[config.mk]
export PLATFORM = sky130hd
export DESIGN_NAME = rmq_sqrt
export DESIGN_NICKNAME = d
export VERILOG_FILES = /design/src/rtl/core/rmq_pkg.sv /design/src/rtl/core/rmq_sqrt.sv
export SDC_FILE = /design/constraint.sdc
export NUM_CORES = 1
export LEC_CHECK = 0
export ABC_AREA = 1
export BUFFER_PORTS_ARGS = -buffer_cell sky130_fd_sc_hd__buf_2
export CAP_MARGIN = 20
export CORE_MARGIN = 2
export CORE_UTILIZATION = 45
export CTS_CLUSTER_SIZE = 20
export DETAILED_ROUTE_END_ITERATION = 10
export PLACE_DENSITY = 0.65
export SKIP_LAST_GASP = 1
export SLEW_MARGIN = 5
export SYNTH_ARGS = -nofsm -noshare
export SYNTH_HDL_FRONTEND = slang
export SYNTH_SLANG_ARGS = --single-unit
export TNS_END_PERCENT = 20
[constraint.sdc]
create_clock -name clk -period 2.39 [get_ports clk]
set_input_delay 0.3585 -clock clk [delete_from_list [all_inputs] [get_ports clk]]
set_output_delay 0.3585 -clock clk [all_outputs]
set_load 0.05 [all_outputs]
[src/rtl/core/rmq_pkg.sv]
package rmq_pkg;

    // Fixed-point format and derived widths
    localparam int FRAC_BITS = 16;
    localparam int E_W       = 18;                       // element / component width
    localparam int S_W       = E_W + 2;                  // sum of three elements
    localparam int D_W       = E_W + 1;                  // sum of two elements, magnitude
    localparam int ARG_W     = E_W + 1;                  // positive root argument
    localparam int RAD_W     = ((ARG_W + FRAC_BITS + 1) / 2) * 2;
    localparam int ROOT_W    = RAD_W / 2;
    localparam int REM_W     = ROOT_W + 2;
    localparam int DEN_W     = ROOT_W + 1;
    localparam int NUM_W     = D_W + FRAC_BITS + 1;
    localparam int Q_W       = E_W;
    localparam int CMP_W     = DEN_W + Q_W;

    // Saturation limits
    localparam logic [Q_W-1:0] QMAG_POS = {1'b0, {(Q_W-1){1'b1}}};
    localparam logic [Q_W-1:0] QMAG_NEG = {1'b1, {(Q_W-1){1'b0}}};

    // Component taken from the root
    localparam logic [1:0] SLOT_QW = 2'd0;
    localparam logic [1:0] SLOT_QX = 2'd1;
    localparam logic [1:0] SLOT_QY = 2'd2;
    localparam logic [1:0] SLOT_QZ = 2'd3;

    typedef struct packed {
        logic signed [E_W-1:0] r0c0;
        logic signed [E_W-1:0] r0c1;
        logic signed [E_W-1:0] r0c2;
        logic signed [E_W-1:0] r1c0;
        logic signed [E_W-1:0] r1c1;
        logic signed [E_W-1:0] r1c2;
        logic signed [E_W-1:0] r2c0;
        logic signed [E_W-1:0] r2c1;
        logic signed [E_W-1:0] r2c2;
    } rmq_mat_t;

    // Per-item side data carried alongside the root and the quotients
    typedef struct packed {
        logic                  inv;
        logic [1:0]            slot;
        logic [2:0]            neg;
        logic [2:0][D_W-1:0]   mag;
    } rmq_job_t;

    // Signed, saturated component from a quotient magnitude
    function automatic logic [E_W-1:0] sat_lane(logic neg, logic ovf, logic [Q_W-1:0] quo);
        logic [E_W-1:0] r;
        if (!neg)
            r = (ovf || (quo > QMAG_POS)) ? E_W'(QMAG_POS) : E_W'(quo);
        else
            r = (ovf || (quo > QMAG_NEG)) ? E_W'(QMAG_NEG) : E_W'(Q_W'(0) - quo);
        return r;
    endfunction

endpackage

[src/rtl/core/rmq_sqrt.sv]
module rmq_sqrt (
    input  logic                          clk,
    input  logic                          rst_n,
    input  logic                          en,
    input  logic                          in_vld,
    input  logic [rmq_pkg::ARG_W-1:0]     arg,
    input  rmq_pkg::rmq_job_t             job_in,
    output logic                          out_vld,
    output logic [rmq_pkg::ROOT_W-1:0]    root,
    output rmq_pkg::rmq_job_t             job_out
);

    localparam int N = rmq_pkg::ROOT_W;

    // One root bit per stage, radicand consumed two bits at a time
    logic [rmq_pkg::RAD_W-1:0]  rad_reg  [N];
    logic [rmq_pkg::REM_W-1:0]  rem_reg  [N];
    logic [rmq_pkg::ROOT_W-1:0] root_reg [N];
    rmq_pkg::rmq_job_t          job_reg  [N];
    logic                       vld_reg  [N];

    logic [rmq_pkg::RAD_W-1:0]  rad_in;

    assign rad_in = rmq_pkg::RAD_W'({arg, {rmq_pkg::FRAC_BITS{1'b0}}});

    for (genvar k = 0; k < N; k++)
    begin : g_stage
        logic [rmq_pkg::RAD_W-1:0]  rad_src;
        logic [rmq_pkg::REM_W-1:0]  rem_src;
        logic [rmq_pkg::ROOT_W-1:0] root_src;
        rmq_pkg::rmq_job_t          job_src;
        logic                       vld_src;
        logic [rmq_pkg::REM_W-1:0]  rem_sh;
        logic [rmq_pkg::REM_W-1:0]  trial;
        logic                       take;

        if (k == 0)
        begin : g_first
            assign rad_src  = rad_in;
            assign rem_src  = '0;
            assign root_src = '0;
            assign job_src  = job_in;
            assign vld_src  = in_vld;
        end
        else
        begin : g_chain
            assign rad_src  = rad_reg[k-1];
            assign rem_src  = rem_reg[k-1];
            assign root_src = root_reg[k-1];
            assign job_src  = job_reg[k-1];
            assign vld_src  = vld_reg[k-1];
        end

        // trial subtract of (4*root + 1)
        assign rem_sh = {rem_src[rmq_pkg::REM_W-3:0], rad_src[rmq_pkg::RAD_W-1 -: 2]};
        assign trial  = {root_src, 2'b01};
        assign take   = (rem_sh >= trial);

        always_ff @(posedge clk or negedge rst_n)
        begin
            if (!rst_n)
                vld_reg[k] <= 1'b0;
            else if (en)
                vld_reg[k] <= vld_src;
        end

        always_ff @(posedge clk)
        begin
            if (en)
            begin
                rad_reg[k]  <= {rad_src[rmq_pkg::RAD_W-3:0], 2'b00};
                rem_reg[k]  <= take ? (rem_sh - trial) : rem_sh;
                root_reg[k] <= {root_src[rmq_pkg::ROOT_W-2:0], take};
                job_reg[k]  <= job_src;
            end
        end
    end

    assign out_vld = vld_reg[N-1];
    assign root    = root_reg[N-1];
    assign job_out = job_reg[N-1];

endmodule

* After elaboration in Yosys (flattened, before gate mapping)
Memories as Yosys holds them, arrays and structs flattened. Cells that the tools add are included.
Storage, ports and cells: memories kept 4, register bits after elaboration 18, bits in writable memories 2430, bits of input ports 86, output and inout port bits 82
Memory list:
- job_reg | depth 18, width 63, read ports 18, clocked after memory_dff 0, wr ports 18, RTL line rmq_sqrt.sv:19 | rmq_pkg::rmq_job_t job_reg [N];
- rad_reg | depth 18, width 34, read ports 17, clocked after memory_dff 0, wr ports 18, RTL line rmq_sqrt.sv:16 | logic [rmq_pkg::RAD_W-1:0] rad_reg [N];
- rem_reg | depth 18, width 20, read ports 17, clocked after memory_dff 0, wr ports 18, RTL line rmq_sqrt.sv:17 | logic [rmq_pkg::REM_W-1:0] rem_reg [N];
- root_reg | depth 18, width 18, read ports 18, clocked after memory_dff 0, wr ports 18, RTL line rmq_sqrt.sv:18 | logic [rmq_pkg::ROOT_W-1:0] root_reg [N];
Operators by class: order comparisons 18, add/subtract/negate cells 18, mux-type cells 20
Operator list (count):
- $mux 20 | 18
- $ge 20x20->1 | 17
- $sub 20x20->20 | 17
- $mux 1 | 2
- $sub 1x1->2 const B | 1
- $ge 1x1->1 const B | 1

* Depth between registers and ports, before layout
An unclocked memory read counts as a cell.
depth after elaboration 3, mapped depth 14

* Least setup slack after synthesis
No wires, ideal clock.
path kind reg-to-reg, start point memory rem_reg[14][0] in the netlist's numbering, end point memory rem_reg[15][5] in the netlist's numbering (data pin), library setup time 252 ps, required time 2138 ps, cell stages (with the launch flop) 14, period minus slack after synthesis 2146 ps, path slack 244 ps, arrival time 1894 ps, cell sequence edfxtp_1 > ha_1 > fa_1 > nand2_1 > nand2_1 > nand3b_1 > nand2_1 > nand2_1 > nand2_2 > nand2_4 > nand2_4 > buf_6 > nand2_1 > nand2_1
RTL lines (RTL line):
- from (decl) | rmq_sqrt.sv:17

==> flow_results.org <==
** Finish
- Commonest cells after routing, fill and taps aside :: sky130_fd_sc_hd__edfxtp_1 (1,670), sky130_fd_sc_hd__nand2_1 (966), sky130_fd_sc_hd__inv_1 (485)
- Final design utilization :: a little over half
- The area growth from synthesis to layout is 16.11%.
- Leaving out fill and tap cells, the most frequent cell in the layout is sky130_fd_sc_hd__edfxtp_1.
- Nets :: between 5k and 6k
- Final design instance area without fill :: 76,050 um^2
- # diodes :: 0
- Share of layout cells above drive strength 1 :: between 10% and 20%
- Fill cells in the final layout number 12.05k.
- Number of flip-flops under the largest register name :: between 1k and 1.5k
- The finished layout holds around 7.1k standard cells, fillers aside.

** CTS
- The cell sitting at the root of the clock tree is a sky130_fd_sc_hd__clkbuf_16.
- Clock sink count :: roughly 1.7k
- Clock latency at the later pin of the worst-skew pair :: 0.81 ns
- Number of buffers on the longest clock path :: 3
- CTS buffer count :: ~170
- TritonCTS built the clock tree.
- Number of H-tree levels :: 4
- CTS clock-pin slew for the worst setup and hold paths :: roughly 0.06 ns

** Die
- The die is about 390 um tall.
- Core Area :: roughly 150,000 um^2
- Initial Utilization :: 45.16%
- In this run the count of I/O pins placed on the die edge is 168.
- The die covers between 100,000 and 150,000 um^2.
- Number of rows in the core area :: between 100 and 150
- Die boundary width :: slightly below 400 um

** Synth
- Number of distinct library cells after synthesis :: 60
- Synthesis handed over a netlist of ~4.5k instances.
- Yosys mapped a number of flops with a built-in enable equal to 1,670.
- Mapped Area :: about 66,000 um^2
- Share of the yosys chip area belonging to registers :: between 70 and 80%
- Avg Inst Size Synth :: 14.40 um^2
- Predominant post-synthesis flop cell :: sky130_fd_sc_hd__edfxtp_1
- Counting every net in the synthesized netlist gives roughly 4.8k.
- Total of warnings raised by yosys :: 0
- Synthesis-stage register bit count :: between 1.5k and 2k
- For this run, asynchronously set or reset flops after synthesis account for approximately 1.1%.

** Setup path
- Worst EP arrival :: ~2.8 ns
- Library cell appearing most often on the critical path :: sky130_fd_sc_hd__nand2_2
- Critical register-to-register path endpoint :: rem_reg[10][7]
- The critical path is of the register to register type.
- Data on the critical path is required at its endpoint by just under 3 ns.
- Counting cells, the worst reg-to-reg path comes to 11.
- Along the worst path, the maximum fanout reaches 18.
- Reg2Reg Launch Point :: root_reg[9][0]
- Delay of the slowest cell on the worst path :: 0.42 ns
- Reg2Reg Setup Slack :: 0.11 ns
- Slowest stage cell, crit path :: sky130_fd_sc_hd__fa_1
- The signal on the critical path passes through inv_1 > ha_1 > fa_1 > nand3_1 > nand2_2 > nand2_1 > nand2_2 > nand2_2 > nand3_4 > inv_6 > o21ai_0.
- The worst setup path is captured at a register.
- Critical path launch point type :: register

** Place
- Before CTS, the worst setup slack after placement is roughly 0.055 ns.
- Global placer's final weighted congestion :: between 0.9 and 1
- After detailed placement, the design holds a cell count of between 6k and 7k.
- Placed instance area :: between 60,000 and 70,000 um^2
- IO Port Bufs :: about 170
- Summed over all nets, the half-perimeter wirelength after detailed placement is between 70,000 and 80,000 um.

** Timing
- Unrepaired setup endpoints after global routing :: yes
- Final period utilization :: between 90 and 100%
- After routing, the total negative slack on setup checks comes to 0 ns.
- For the pin with the worst max-slew slack, the measured transition is approximately 0.83 ns.
- Worst slew margin relative to its limit :: between 40 and 50%
- The max-slew violation count came to 0.
- For the final database, setup skew stands at 0.04877 ns.
- Based on the critical path, the design can be clocked at up to 439.4 MHz.
- The hold violation total from the final report is 0.
- The worst path needs 2.276 ns of the cycle, external delays included.
- Across all setup checks in the final design, the least slack found is ~0.11 ns.
- On the final layout, the worst hold slack is between 0.2 and 0.3 ns.
- Endpoints failing setup :: 0

** Power
- Total power divided by cell area :: a little over 900 nW/um^2
- Leak Pwr :: slightly below 30 nW
- Overall power consumption after layout is estimated at between 70 and 80 mW.
- Maximum VDD drop :: around 0.8 mV

** Detailed routing
- Avg WL per Cell :: approximately 15 um
- Routed Wire Length :: around 110,000 um
- The detail route stage leaves a number of antenna-violating nets equal to 0.
- Number of DRC violations after detailed-routing iteration 0 :: 2,135
- Using the TritonRoute via totals, the vias-per-cell ratio works out to about 4.8.
- Detailed-routing iteration count for the pre-antenna-repair pass :: 5
- Number of vias after detailed routing :: ~34k
- DRC violations left :: 0

** Worst hold path
- The worst hold path begins at job_in[62].
- Hold endpoint :: job_reg[0][62]
- Along the worst hold path, the cell count comes to 2.
- Hold/Removal Path Class :: input port to register

** Global route
- Tot GR Track Use :: between 10 and 15%
- Entering global routing, the biggest net connects about 120 pins.
- The initial antenna violation count was 0.
- First-pass GRT wire length :: roughly 170,000 um
- Global routing finished with a remaining overflow of 0.
- Number of global-route vias before repair :: 33.28k

** Flow run
- The tool flagged a number of max-cap violations equal to 0.

** Outcome
- Outcome :: finished, final reports clean
==> worst max-delay path, delay by kind of cell (launching register included) <==
kind,cells,cell delay [ns]
simple gates,6,0.60
compound gates,1,0.10
buf+inv,2,0.27
flops,1,0.39
fa+ha+maj,2,0.64
==> power breakdown <==
part           total, mW  leakage (nW)  switching (mW)  internal (mW)
sequential          36.4          16.4            1.02           35.4
clock               26.7          2.80            11.2           15.6
combinational       7.29          10.7            4.76           2.53
==> synthesized netlist by cell type (3+ instances only) <==
library cell / n / area [um^2]
sky130_fd_sc_hd__o21bai_1: 6 / 45.04
sky130_fd_sc_hd__buf_2: 10 / 50.05
sky130_fd_sc_hd__nand2_2: 24 / 150.1
sky130_fd_sc_hd__nor2_2: 11 / 68.82
sky130_fd_sc_hd__nor3b_1: 3 / 22.52
sky130_fd_sc_hd__inv_1: 485 / 1821
sky130_fd_sc_hd__a21oi_1: 133 / 665.6
sky130_fd_sc_hd__o21ai_1: 18 / 90.09
sky130_fd_sc_hd__xor2_1: 80 / 700.7
sky130_fd_sc_hd__nand2_4: 10 / 112.6
sky130_fd_sc_hd__a21o_1: 6 / 45.04
sky130_fd_sc_hd__a21boi_0: 3 / 22.52
sky130_fd_sc_hd__inv_2: 13 / 48.80
sky130_fd_sc_hd__nor3_2: 4 / 40.04
sky130_fd_sc_hd__xnor2_1: 28 / 245.2
sky130_fd_sc_hd__nand2_1: 969 / 3637
sky130_fd_sc_hd__o21ai_2: 21 / 183.9
sky130_fd_sc_hd__clkinv_1: 3 / 11.26
sky130_fd_sc_hd__fa_1: 7 / 140.1
sky130_fd_sc_hd__clkbuf_1: 5 / 18.77
sky130_fd_sc_hd__edfxtp_1: 1670 / 50150
sky130_fd_sc_hd__nand3_1: 274 / 1371
sky130_fd_sc_hd__inv_4: 3 / 18.77
sky130_fd_sc_hd__ha_1: 174 / 2177
sky130_fd_sc_hd__a21oi_2: 36 / 315.3
sky130_fd_sc_hd__or2_2: 10 / 62.56
sky130_fd_sc_hd__nor2_4: 4 / 45.04
sky130_fd_sc_hd__dfrtp_1: 18 / 450.4
sky130_fd_sc_hd__o21a_1: 7 / 52.55
sky130_fd_sc_hd__buf_6: 14 / 157.7
sky130_fd_sc_hd__nor3_1: 34 / 170.2
sky130_fd_sc_hd__nand3_4: 3 / 52.55
sky130_fd_sc_hd__and2_1: 9 / 56.30
sky130_fd_sc_hd__nand3b_1: 22 / 165.2
sky130_fd_sc_hd__buf_4: 4 / 30.03
sky130_fd_sc_hd__nor2_1: 266 / 998.5
sky130_fd_sc_hd__nand4_1: 44 / 275.3
sky130_fd_sc_hd__o21ai_0: 81 / 405.4
sky130_fd_sc_hd__nand3_2: 10 / 100.1
==> how the worst max path moves through the flow <==
stage | startpoint | endpoint
floorplan | rem_reg[14][0] | rem_reg[15][5]
global placement | rem_reg[12][0] | rem_reg[13][13]
detailed placement | rem_reg[12][0] | rem_reg[13][13]
CTS | rem_reg[12][0] | rem_reg[13][13]
global route | root_reg[9][0] | rem_reg[10][7]
finish | root_reg[9][0] | rem_reg[10][7]
==> layout make-up <==
type | count | area [um^2] | area share (%)
Clock buffer | 206 | 4432 | 5.827
Clock inverter | 114 | 1346 | 1.770
Inverter | 505 | 1911 | 2.512
Multi-Input combinational cell | 2321 | 12730 | 16.74
Sequential cell | 1688 | 50600 | 66.53
Tap cell | 1917 | 2399 | 3.154
Timing Repair Buffer | 339 | 2633 | 3.462
==> metal layers <==
metal,up-vias,routed length [um],GRT usage [%]
met5,-,0,0
met4,0,2766,4.849
met3,218,4115,3.070
met2,536,51750,24.16
met1,15990,46970,18.29
li1,16990,-,-
==> cell families (layout without fill, tap and decap cells) <==
kind of cell | after synthesis | in the layout | share of synthesized area (%)
mux | 2 | 2 | 0.03438
compound gates | 322 | 322 | 2.949
flops | 1688 | 1688 | 77.25
other cells | 1 | 1 | 0.005725
fa+ha+maj | 181 | 181 | 3.538
simple gates | 1707 | 1707 | 11.42
buf+inv | 540 | 1164 | 3.358
xor+xnor | 108 | 108 | 1.444
==> timing repair <==
action	CTS	global route
gates resized for setup	0	8
setup buffers	0	1
endpoints found under the hold margin	105	0
hold buffers	86	0
setup endpoints to repair	0	57
No activity file was read; power rests on OpenSTA's default activity.
