<file path="config.mk">
export PLATFORM = sky130hd
export DESIGN_NAME = rmq_front
export DESIGN_NICKNAME = d
export VERILOG_FILES = /design/src/rtl/core/rmq_pkg.sv /design/src/rtl/core/rmq_front.sv
export SDC_FILE = /design/constraint.sdc
export NUM_CORES = 1
export LEC_CHECK = 0
export ABC_AREA = 1
export BUFFER_PORTS_ARGS = -buffer_cell sky130_fd_sc_hd__buf_2
export CORE_MARGIN = 4
export CORE_UTILIZATION = 37
export DETAILED_ROUTE_END_ITERATION = 8
export PLACE_DENSITY = 0.59
export SETUP_SLACK_MARGIN = 0.05
export SYNTH_ARGS = -nofsm -noshare
export SYNTH_HDL_FRONTEND = slang
export SYNTH_SLANG_ARGS = --single-unit
export TNS_END_PERCENT = 1
</file>
<file path="constraint.sdc">
create_clock -name clk -period 2.23 [get_ports clk]
set_input_delay 0.1115 -clock clk [delete_from_list [all_inputs] [get_ports clk]]
set_output_delay 0.1115 -clock clk [all_outputs]
set_load 0.1 [all_outputs]
</file>
<file path="src/rtl/core/rmq_pkg.sv">
package rmq_pkg;

    // Fixed-point format and derived widths
    localparam int FRAC_BITS = 16;
    localparam int E_W       = 18;                       // element / component width
    localparam int S_W       = E_W + 2;                  // sum of three elements
    localparam int D_W       = E_W + 1;                  // sum of two elements, magnitude
    localparam int ARG_W     = E_W + 1;                  // positive root argument
    localparam int RAD_W     = ((ARG_W + FRAC_BITS + 1) / 2) * 2;
    localparam int ROOT_W    = RAD_W / 2;
    localparam int REM_W     = ROOT_W + 2;
    localparam int DEN_W     = ROOT_W + 1;
    localparam int NUM_W     = D_W + FRAC_BITS + 1;
    localparam int Q_W       = E_W;
    localparam int CMP_W     = DEN_W + Q_W;

    // Saturation limits
    localparam logic [Q_W-1:0] QMAG_POS = {1'b0, {(Q_W-1){1'b1}}};
    localparam logic [Q_W-1:0] QMAG_NEG = {1'b1, {(Q_W-1){1'b0}}};

    // Component taken from the root
    localparam logic [1:0] SLOT_QW = 2'd0;
    localparam logic [1:0] SLOT_QX = 2'd1;
    localparam logic [1:0] SLOT_QY = 2'd2;
    localparam logic [1:0] SLOT_QZ = 2'd3;

    typedef struct packed {
        logic signed [E_W-1:0] r0c0;
        logic signed [E_W-1:0] r0c1;
        logic signed [E_W-1:0] r0c2;
        logic signed [E_W-1:0] r1c0;
        logic signed [E_W-1:0] r1c1;
        logic signed [E_W-1:0] r1c2;
        logic signed [E_W-1:0] r2c0;
        logic signed [E_W-1:0] r2c1;
        logic signed [E_W-1:0] r2c2;
    } rmq_mat_t;

    // Per-item side data carried alongside the root and the quotients
    typedef struct packed {
        logic                  inv;
        logic [1:0]            slot;
        logic [2:0]            neg;
        logic [2:0][D_W-1:0]   mag;
    } rmq_job_t;

    // Signed, saturated component from a quotient magnitude
    function automatic logic [E_W-1:0] sat_lane(logic neg, logic ovf, logic [Q_W-1:0] quo);
        logic [E_W-1:0] r;
        if (!neg)
            r = (ovf || (quo > QMAG_POS)) ? E_W'(QMAG_POS) : E_W'(quo);
        else
            r = (ovf || (quo > QMAG_NEG)) ? E_W'(QMAG_NEG) : E_W'(Q_W'(0) - quo);
        return r;
    endfunction

endpackage

</file>
<file path="src/rtl/core/rmq_front.sv">
module rmq_front (
    input  logic                          clk,
    input  logic                          rst_n,
    input  logic                          en,
    input  logic                          in_vld,
    input  rmq_pkg::rmq_mat_t             mat,
    output logic                          out_vld,
    output logic [rmq_pkg::ARG_W-1:0]     arg,
    output rmq_pkg::rmq_job_t             job
);

    localparam logic signed [rmq_pkg::S_W-1:0] ARG_ONE = rmq_pkg::S_W'(1 << rmq_pkg::FRAC_BITS);

    // Stage 1: trace, diagonal order, root arguments, pair sums
    logic signed [rmq_pkg::S_W-1:0] x00, x11, x22;
    logic signed [rmq_pkg::S_W-1:0] tr_next;
    logic signed [rmq_pkg::S_W-1:0] argw_next, arg0_next, arg1_next, arg2_next;
    logic [1:0]                     idx_next;
    logic signed [rmq_pkg::D_W-1:0] pa_next, pb_next, pc_next, pp_next, pq_next, pr_next;

    logic                           vld1_reg;
    logic                           wb_reg;
    logic [1:0]                     idx_reg;
    logic signed [rmq_pkg::S_W-1:0] argw_reg, arg0_reg, arg1_reg, arg2_reg;
    logic signed [rmq_pkg::D_W-1:0] pa_reg, pb_reg, pc_reg, pp_reg, pq_reg, pr_reg;

    always_comb
    begin
        x00       = rmq_pkg::S_W'(mat.r0c0);
        x11       = rmq_pkg::S_W'(mat.r1c1);
        x22       = rmq_pkg::S_W'(mat.r2c2);
        tr_next   = x00 + x11 + x22;
        argw_next = tr_next + ARG_ONE;
        arg0_next = x00 - (x11 + x22) + ARG_ONE;
        arg1_next = x11 - (x22 + x00) + ARG_ONE;
        arg2_next = x22 - (x00 + x11) + ARG_ONE;
        // ties keep the lower index
        if (mat.r1c1 > mat.r0c0)
            idx_next = (mat.r2c2 > mat.r1c1) ? 2'd2 : 2'd1;
        else
            idx_next = (mat.r2c2 > mat.r0c0) ? 2'd2 : 2'd0;
        pa_next = rmq_pkg::D_W'(mat.r2c1) - rmq_pkg::D_W'(mat.r1c2);
        pb_next = rmq_pkg::D_W'(mat.r0c2) - rmq_pkg::D_W'(mat.r2c0);
        pc_next = rmq_pkg::D_W'(mat.r1c0) - rmq_pkg::D_W'(mat.r0c1);
        pp_next = rmq_pkg::D_W'(mat.r0c1) + rmq_pkg::D_W'(mat.r1c0);
        pq_next = rmq_pkg::D_W'(mat.r2c0) + rmq_pkg::D_W'(mat.r0c2);
        pr_next = rmq_pkg::D_W'(mat.r1c2) + rmq_pkg::D_W'(mat.r2c1);
    end

    always_ff @(posedge clk or negedge rst_n)
    begin
        if (!rst_n)
            vld1_reg <= 1'b0;
        else if (en)
            vld1_reg <= in_vld;
    end

    always_ff @(posedge clk)
    begin
        if (en)
        begin
            wb_reg   <= ~tr_next[rmq_pkg::S_W-1];
            idx_reg  <= idx_next;
            argw_reg <= argw_next;
            arg0_reg <= arg0_next;
            arg1_reg <= arg1_next;
            arg2_reg <= arg2_next;
            pa_reg   <= pa_next;
            pb_reg   <= pb_next;
            pc_reg   <= pc_next;
            pp_reg   <= pp_next;
            pq_reg   <= pq_next;
            pr_reg   <= pr_next;
        end
    end

    // Stage 2: branch selection and lane assignment
    logic signed [rmq_pkg::S_W-1:0] sel_arg;
    logic signed [rmq_pkg::D_W-1:0] lane [3];
    rmq_pkg::rmq_job_t              job_next;
    logic [rmq_pkg::ARG_W-1:0]      arg_next;

    logic                           vld2_reg;
    rmq_pkg::rmq_job_t              job_reg;
    logic [rmq_pkg::ARG_W-1:0]      arg_reg;

    always_comb
    begin
        sel_arg       = argw_reg;
        lane[0]       = pa_reg;
        lane[1]       = pb_reg;
        lane[2]       = pc_reg;
        job_next.slot = rmq_pkg::SLOT_QW;
        if (!wb_reg)
        begin
            unique case (idx_reg)
                2'd0:
                begin
                    sel_arg       = arg0_reg;
                    job_next.slot = rmq_pkg::SLOT_QX;
                    lane[0]       = pa_reg;
                    lane[1]       = pp_reg;
                    lane[2]       = pq_reg;
                end
                2'd1:
                begin
                    sel_arg       = arg1_reg;
                    job_next.slot = rmq_pkg::SLOT_QY;
                    lane[0]       = pb_reg;
                    lane[1]       = pp_reg;
                    lane[2]       = pr_reg;
                end
                default:
                begin
                    sel_arg       = arg2_reg;
                    job_next.slot = rmq_pkg::SLOT_QZ;
                    lane[0]       = pc_reg;
                    lane[1]       = pq_reg;
                    lane[2]       = pr_reg;
                end
            endcase
        end
        job_next.inv = sel_arg[rmq_pkg::S_W-1] || (sel_arg == '0);
        // a dummy argument keeps the divisor non-zero for rejected items
        arg_next = job_next.inv ? rmq_pkg::ARG_W'(1) : sel_arg[rmq_pkg::ARG_W-1:0];
        for (int l = 0; l < 3; l++)
        begin
            job_next.neg[l] = lane[l][rmq_pkg::D_W-1];
            job_next.mag[l] = lane[l][rmq_pkg::D_W-1] ? rmq_pkg::D_W'(-lane[l])
                                                      : rmq_pkg::D_W'(lane[l]);
        end
    end

    always_ff @(posedge clk or negedge rst_n)
    begin
        if (!rst_n)
            vld2_reg <= 1'b0;
        else if (en)
            vld2_reg <= vld1_reg;
    end

    always_ff @(posedge clk)
    begin
        if (en)
        begin
            job_reg <= job_next;
            arg_reg <= arg_next;
        end
    end

    assign out_vld = vld2_reg;
    assign arg     = arg_reg;
    assign job     = job_reg;

endmodule

</file>
=== Word-level counts from Yosys, hierarchy flattened ===
Cells that the tools add are included.
Widths: inputs -> output; s select.

* Input port bits: 166
* Register bits: 281

* Multiplexer cells: 11
* Reduce and logical (&&, ||, !) cells: 3
* Eq/ne operators: 1
* $add $sub $neg: 20
* Order comparisons: 3
* Bitwise logic cells: 1

{| class="wikitable"
|+ Operator list
! cell !! number
|-
| $add 18x18->19 || 6
|-
| $pmux 57 s2 || 1
|-
| $add 20x18->20 const B || 4
|-
| $sub 18x19->20 || 3
|-
| $mux 57 || 1
|-
| $neg 19->19 || 3
|-
| $sub 18x18->19 || 3
|-
| $gt 18x18->1 || 3
|-
| $mux 18 || 3
|-
| $pmux 20 s2 || 1
|-
| $add 19x18->20 || 1
|-
| $logic_not 20->1 || 1
|-
| $mux 20 || 1
|-
| $mux 2 || 3
|-
| $pmux 2 s2 || 1
|-
| $eq 2x1->1 const B || 1
|-
| $logic_not 2->1 || 1
|-
| $logic_or 1x1->1 || 1
|-
| $not 1->1 || 1
|}

=== Logic depth before layout (Yosys ltp) ===
* Depth after elaboration: 5
* Mapped depth: 27
* Depth with buffers taken out: 27

=== Worst setup path after synthesis ===
OpenSTA, ideal clock, no wires.

* Path type: input port to flip-flop
* Start: in mat[145] in the netlist's numbering
* End: reg arg2_reg[18] in the netlist's numbering (data pin)
* Data arrival time: 2,923 ps
* Path buffers: 0
* Setup time: 259 ps
* Data required time: 1,971 ps
* Slack: -952 ps
* Cell stages on the path: 19
* Cells stage by stage: inv_1 -> ha_1 -> inv_1 -> nand2_1 -> nand2_1 -> o21ai_0 -> o21ai_0 -> nand3_1 -> nand2_1 -> a21oi_1 -> xor2_1 -> ha_1 -> inv_1 -> ha_1 -> nand3_1 -> nor4_1 -> o21ai_0 -> nand3_1 -> xor2_1

* Longest elaborated chain between the ends: 3

{| class="wikitable"
|+ RTL lines
! element !! RTL line !! text
|-
| from (decl) || rmq_front.sv:6 || <nowiki>input rmq_pkg::rmq_mat_t mat,</nowiki>
|-
| $add 18x18->19 || rmq_front.sv:36 || <nowiki>arg2_next = x22 - (x00 + x11) + ARG_ONE;</nowiki>
|-
| $sub 18x19->20 || rmq_front.sv:36 ||
|-
| $add 20x18->20 || rmq_front.sv:36 ||
|-
| named net arg2_next (one bit) || rmq_front.sv:17 || <nowiki>logic signed [rmq_pkg::S_W-1:0] argw_next, arg0_next, arg1_next, arg2_next;</nowiki>
|-
| to (signal assigned) || rmq_front.sv:67 || <nowiki>arg2_reg <= arg2_next;</nowiki>
|-
| to (decl) || rmq_front.sv:24 || <nowiki>logic signed [rmq_pkg::S_W-1:0] argw_reg, arg0_reg, arg1_reg, arg2_reg;</nowiki>
|}

The timed path passes the listed nets, and every way through them passes these cells.
A chain may end at the register's enable or synchronous reset.

=== Worst setup path after layout ===
* Start: in mat[75] in the netlist's numbering
* End: reg arg2_reg[17] in the netlist's numbering (data pin)

The elaborated chain is that of the path after synthesis.

==> results by group <==
Worst setup path
  • Worst Path Arrival: 2.98 ns
  • Category of the worst setup path launch point: primary input
  • Worst path required time: 2.53 ns
  • Critical Setup Path Class: in2reg
  • Max Fanout on Critical Path: 5
  • Crit end category: flip-flop

Placement
  • Global placer's final weighted congestion: 0.972
  • Quantity of I/O buffers inserted on ports: 248
  • Half-perimeter wire length of the detailed placement result: 71800 µm
  • Worst slack at placement: -1.15 ns

Yosys
  • Top cell type by total area after synthesis: sky130_fd_sc_hd__edfxtp_1
  • Average cell area after synthesis: 7.98 µm²
  • Fraction of registers with async set or reset after synthesis: 0.00727
  • Dominant synthesized flop cell: sky130_fd_sc_hd__edfxtp_1
  • Post-synth EDFFs: 273
  • Netlist area before placement: 25800 µm²
  • Distinct cells, synth: 47
  • Fraction of synthesized cell area taken by the top area cell type: 0.318
  • Synthesized netlist net count: 3785
  • Gate count after technology mapping: 3228
  • Biggest area contributors in the synthesized netlist: sky130_fd_sc_hd__edfxtp_1 (32%), sky130_fd_sc_hd__ha_1 (17%), sky130_fd_sc_hd__nand2_1 (10%), sky130_fd_sc_hd__inv_1 (6.9%), sky130_fd_sc_hd__xor2_1 (5.7%)
  • Total number of yosys warnings: 0
  • Sequential fraction of the synthesis area: 0.320
  • Synthesis-stage register bit count: 275

Floorplanning
  • Die ar.: 73900 µm²
  • Floorplan Core Area: 68800 µm²
  • Initial Utilization: 0.374
  • Cell row count: 96
  • Die Height: 272 µm
  • Boundary Pins: 249
  • Die width: 272 µm

Layout
  • Flip-flop count of the largest register after layout: 63
  • Final layout net count: 4603
  • Inserted Diodes: 0
  • Share of post-route cells with drive strength above 1: 0.304
  • Most common cell after layout, fill and taps aside: sky130_fd_sc_hd__nand2_1
  • Highest-count cells in the layout ignoring fill and taps: sky130_fd_sc_hd__nand2_1 (653), sky130_fd_sc_hd__buf_4 (580), sky130_fd_sc_hd__inv_1 (451), sky130_fd_sc_hd__ha_1 (285), sky130_fd_sc_hd__edfxtp_1 (273)
  • Synthesis-to-finish area growth: 37.0%

Timing
  • Ratio of final minimum period to clock period: 1.20
  • Achievable clock frequency: 0.372 GHz
  • Pins over their slew limit: 0
  • Clock Skews: 0.0462 ns
  • Unrepaired setup endpoints after global routing: yes
  • Hold Fails Final Rpt: 0
  • Final Hold Slack: 0.0529 ns
  • Transition time at the pin with the least slew margin: 0.570 ns
  • Headroom to the max-slew limit: 0.623
  • Final min period: 2.69 ns
  • Final worst-path setup slack: -0.457 ns
  • Number of failing setup endpoints in the final timing report: 37

Detailed routing
  • Vias after detailed routing: 24000
  • Wire length reported by the detailed router: 84200 µm
  • Vias per cell: 4.79
  • TritonRoute pass-1 iters: 6
  • Number of nets with antenna violations after routing: 0
  • Drt initial violations: 1379
  • Detailed-route wire length per cell: 16.8 µm
  • Residual DRC: 0

Clock tree
  • Number of sinks handled by clock tree synthesis: 275
  • Clock insertion delay at the later pin of the skew report: 0.58 ns
  • Cell chosen for the clock root: sky130_fd_sc_hd__clkbuf_16
  • Clock edge transition at the registers on the reported setup and hold paths: 0.06 ns
  • Clock tree from TritonCTS: yes
  • Inserted Clock Buffers: 30
  • H-tree levels: 1
  • Maximum root-to-sink buffer count: 3

Run status
  • Outcome: finished with violations
  • Violations in the final reports: setup timing

GRT
  • Antenna violations before repair: 3
  • All-Layer GR Usage: 0.220
  • Global-route wire length before repair: 129000 µm
  • Via count of the first global-routing pass: 23700
  • Pin count of the biggest net entering global routing: 54
  • Total overflow reported by the global router: 0

Power
  • Pwr per Cell Area: 912 nW/µm²
  • Worst IR Drop VDD: 0.00109 V
  • Leakage power: 17.2 nW

Min path
  • Hold/Removal Path Class: in2reg

Flow run
  • MaxCap Viol Count: 0
-- synth_stat cells (4+ instances only) --
| library cell | instances |
|---|---|
| sky130_fd_sc_hd__a211oi_1 | 8 |
| sky130_fd_sc_hd__a21o_1 | 15 |
| sky130_fd_sc_hd__a21oi_1 | 212 |
| sky130_fd_sc_hd__a31o_2 | 5 |
| sky130_fd_sc_hd__a31oi_1 | 16 |
| sky130_fd_sc_hd__buf_2 | 21 |
| sky130_fd_sc_hd__buf_4 | 6 |
| sky130_fd_sc_hd__buf_6 | 7 |
| sky130_fd_sc_hd__clkbuf_1 | 33 |
| sky130_fd_sc_hd__edfxtp_1 | 273 |
| sky130_fd_sc_hd__fa_1 | 47 |
| sky130_fd_sc_hd__ha_1 | 344 |
| sky130_fd_sc_hd__inv_1 | 473 |
| sky130_fd_sc_hd__inv_2 | 4 |
| sky130_fd_sc_hd__nand2_1 | 712 |
| sky130_fd_sc_hd__nand3_1 | 185 |
| sky130_fd_sc_hd__nand3b_1 | 10 |
| sky130_fd_sc_hd__nand4_1 | 40 |
| sky130_fd_sc_hd__nor2_1 | 277 |
| sky130_fd_sc_hd__nor2_2 | 8 |
| sky130_fd_sc_hd__nor3_1 | 35 |
| sky130_fd_sc_hd__nor4_1 | 10 |
| sky130_fd_sc_hd__o211ai_1 | 18 |
| sky130_fd_sc_hd__o21a_1 | 9 |
| sky130_fd_sc_hd__o21ai_0 | 134 |
| sky130_fd_sc_hd__o21ai_1 | 26 |
| sky130_fd_sc_hd__o21ai_2 | 16 |
| sky130_fd_sc_hd__o21bai_1 | 31 |
| sky130_fd_sc_hd__o22ai_1 | 11 |
| sky130_fd_sc_hd__or2_2 | 14 |
| sky130_fd_sc_hd__xnor2_1 | 32 |
| sky130_fd_sc_hd__xor2_1 | 169 |
-- power breakdown --
part | internal [mW] | leakage, nW | switching (mW)
clock network | 2.82 | 0.465 | 2.05
registers | 7.75 | 2.71 | 0.553
logic | 7.04 | 14.1 | 12.0
-- worst max-delay path: stages --
cell and delay (ns):
sky130_fd_sc_hd__buf_8 0.10, sky130_fd_sc_hd__ha_4 0.28, sky130_fd_sc_hd__clkinvlp_4 0.14, sky130_fd_sc_hd__a21oi_4 0.23, sky130_fd_sc_hd__o21ai_4 0.10, sky130_fd_sc_hd__nand4_1 0.13, sky130_fd_sc_hd__nand3_2 0.13, sky130_fd_sc_hd__a21oi_2 0.21
sky130_fd_sc_hd__xor2_2 0.27, sky130_fd_sc_hd__buf_4 0.18, sky130_fd_sc_hd__ha_4 0.23, sky130_fd_sc_hd__xor2_4 0.23, sky130_fd_sc_hd__nor2_2 0.09, sky130_fd_sc_hd__nand2_2 0.09, sky130_fd_sc_hd__nor2_2 0.05, sky130_fd_sc_hd__nor3_2 0.19
sky130_fd_sc_hd__o21ai_2 0.10, sky130_fd_sc_hd__xor2_1 0.14
-- worst paths after layout --
check                                     to  slack (ns)     start  cells past startpoint
worst max-delay path            arg2_reg[17]       -0.46   mat[75]                     18
worst min-delay path               pa_reg[0]        0.05   mat[18]                      4
worst max register to register       job[14]       -0.01    wb_reg                     11
worst min register to register       out_vld        0.52  vld1_reg                      2
max in group asynchronous           vld1_reg        1.69     rst_n                      3
min in group asynchronous            out_vld        0.42     rst_n                      3
-- metrics by stage --
stage | instances | total power [mW] | TNS [ns] | util | area [µm²]
3_5_place_dp | 4926 | 26.0 | -56.28 | 0.473 | 32600
3_3_place_gp | 4926 | 25.9 | -55.55 | 0.473 | 32600
5_1_grt | 4999 | 34.1 | -14.04 | 0.513 | 35300
2_1_floorplan | 3228 | 19.0 | -18.99 | - | 26000
4_1_cts | 4992 | 31.5 | -6.93 | 0.498 | 34300
6_report | 4999 | 32.2 | -6.76 | 0.513 | 35300
-- final cells by class --
class	count	area [µm²]
Tap cell	931	1160
Sequential cell	275	8250
Fill cell	6632	33500
Clock inverter	20	199
Inverter	479	1820
Multi-Input combinational cell	2407	17100
Timing Repair Buffer	853	6020
Clock buffer	34	766
-- layer usage --
layer	up-vias	global-route usage	share of wire
met1	11100	0.272	0.43
li1	12200	-	-
met5	-	0	0.00030
met2	484	0.411	0.51
met4	4	0.0562	0.029
met3	109	0.0199	0.035
-- kinds of logic (layout without fill, tap and decap cells) --
group / Yosys count / in the layout / share of synthesized area
compound gates: 509 / 509 / 0.112
xor+xnor: 201 / 201 / 0.0684
fa+ha+maj: 391 / 391 / 0.204
buf+inv: 546 / 1386 / 0.0836
flops: 275 / 275 / 0.320
simple gates: 1306 / 1306 / 0.212
-- timing repair --
item                                    4_1_cts  5_1_grt
endpoints found under the hold margin        50        0
endpoints found under the setup margin      103      129
pin swaps                                    37       83
hold buffers                                  6        0
buffers inserted                              6        8
resized for setup                           137      226
gates cloned                                  0        0
Power figures use the tool's default switching activity.
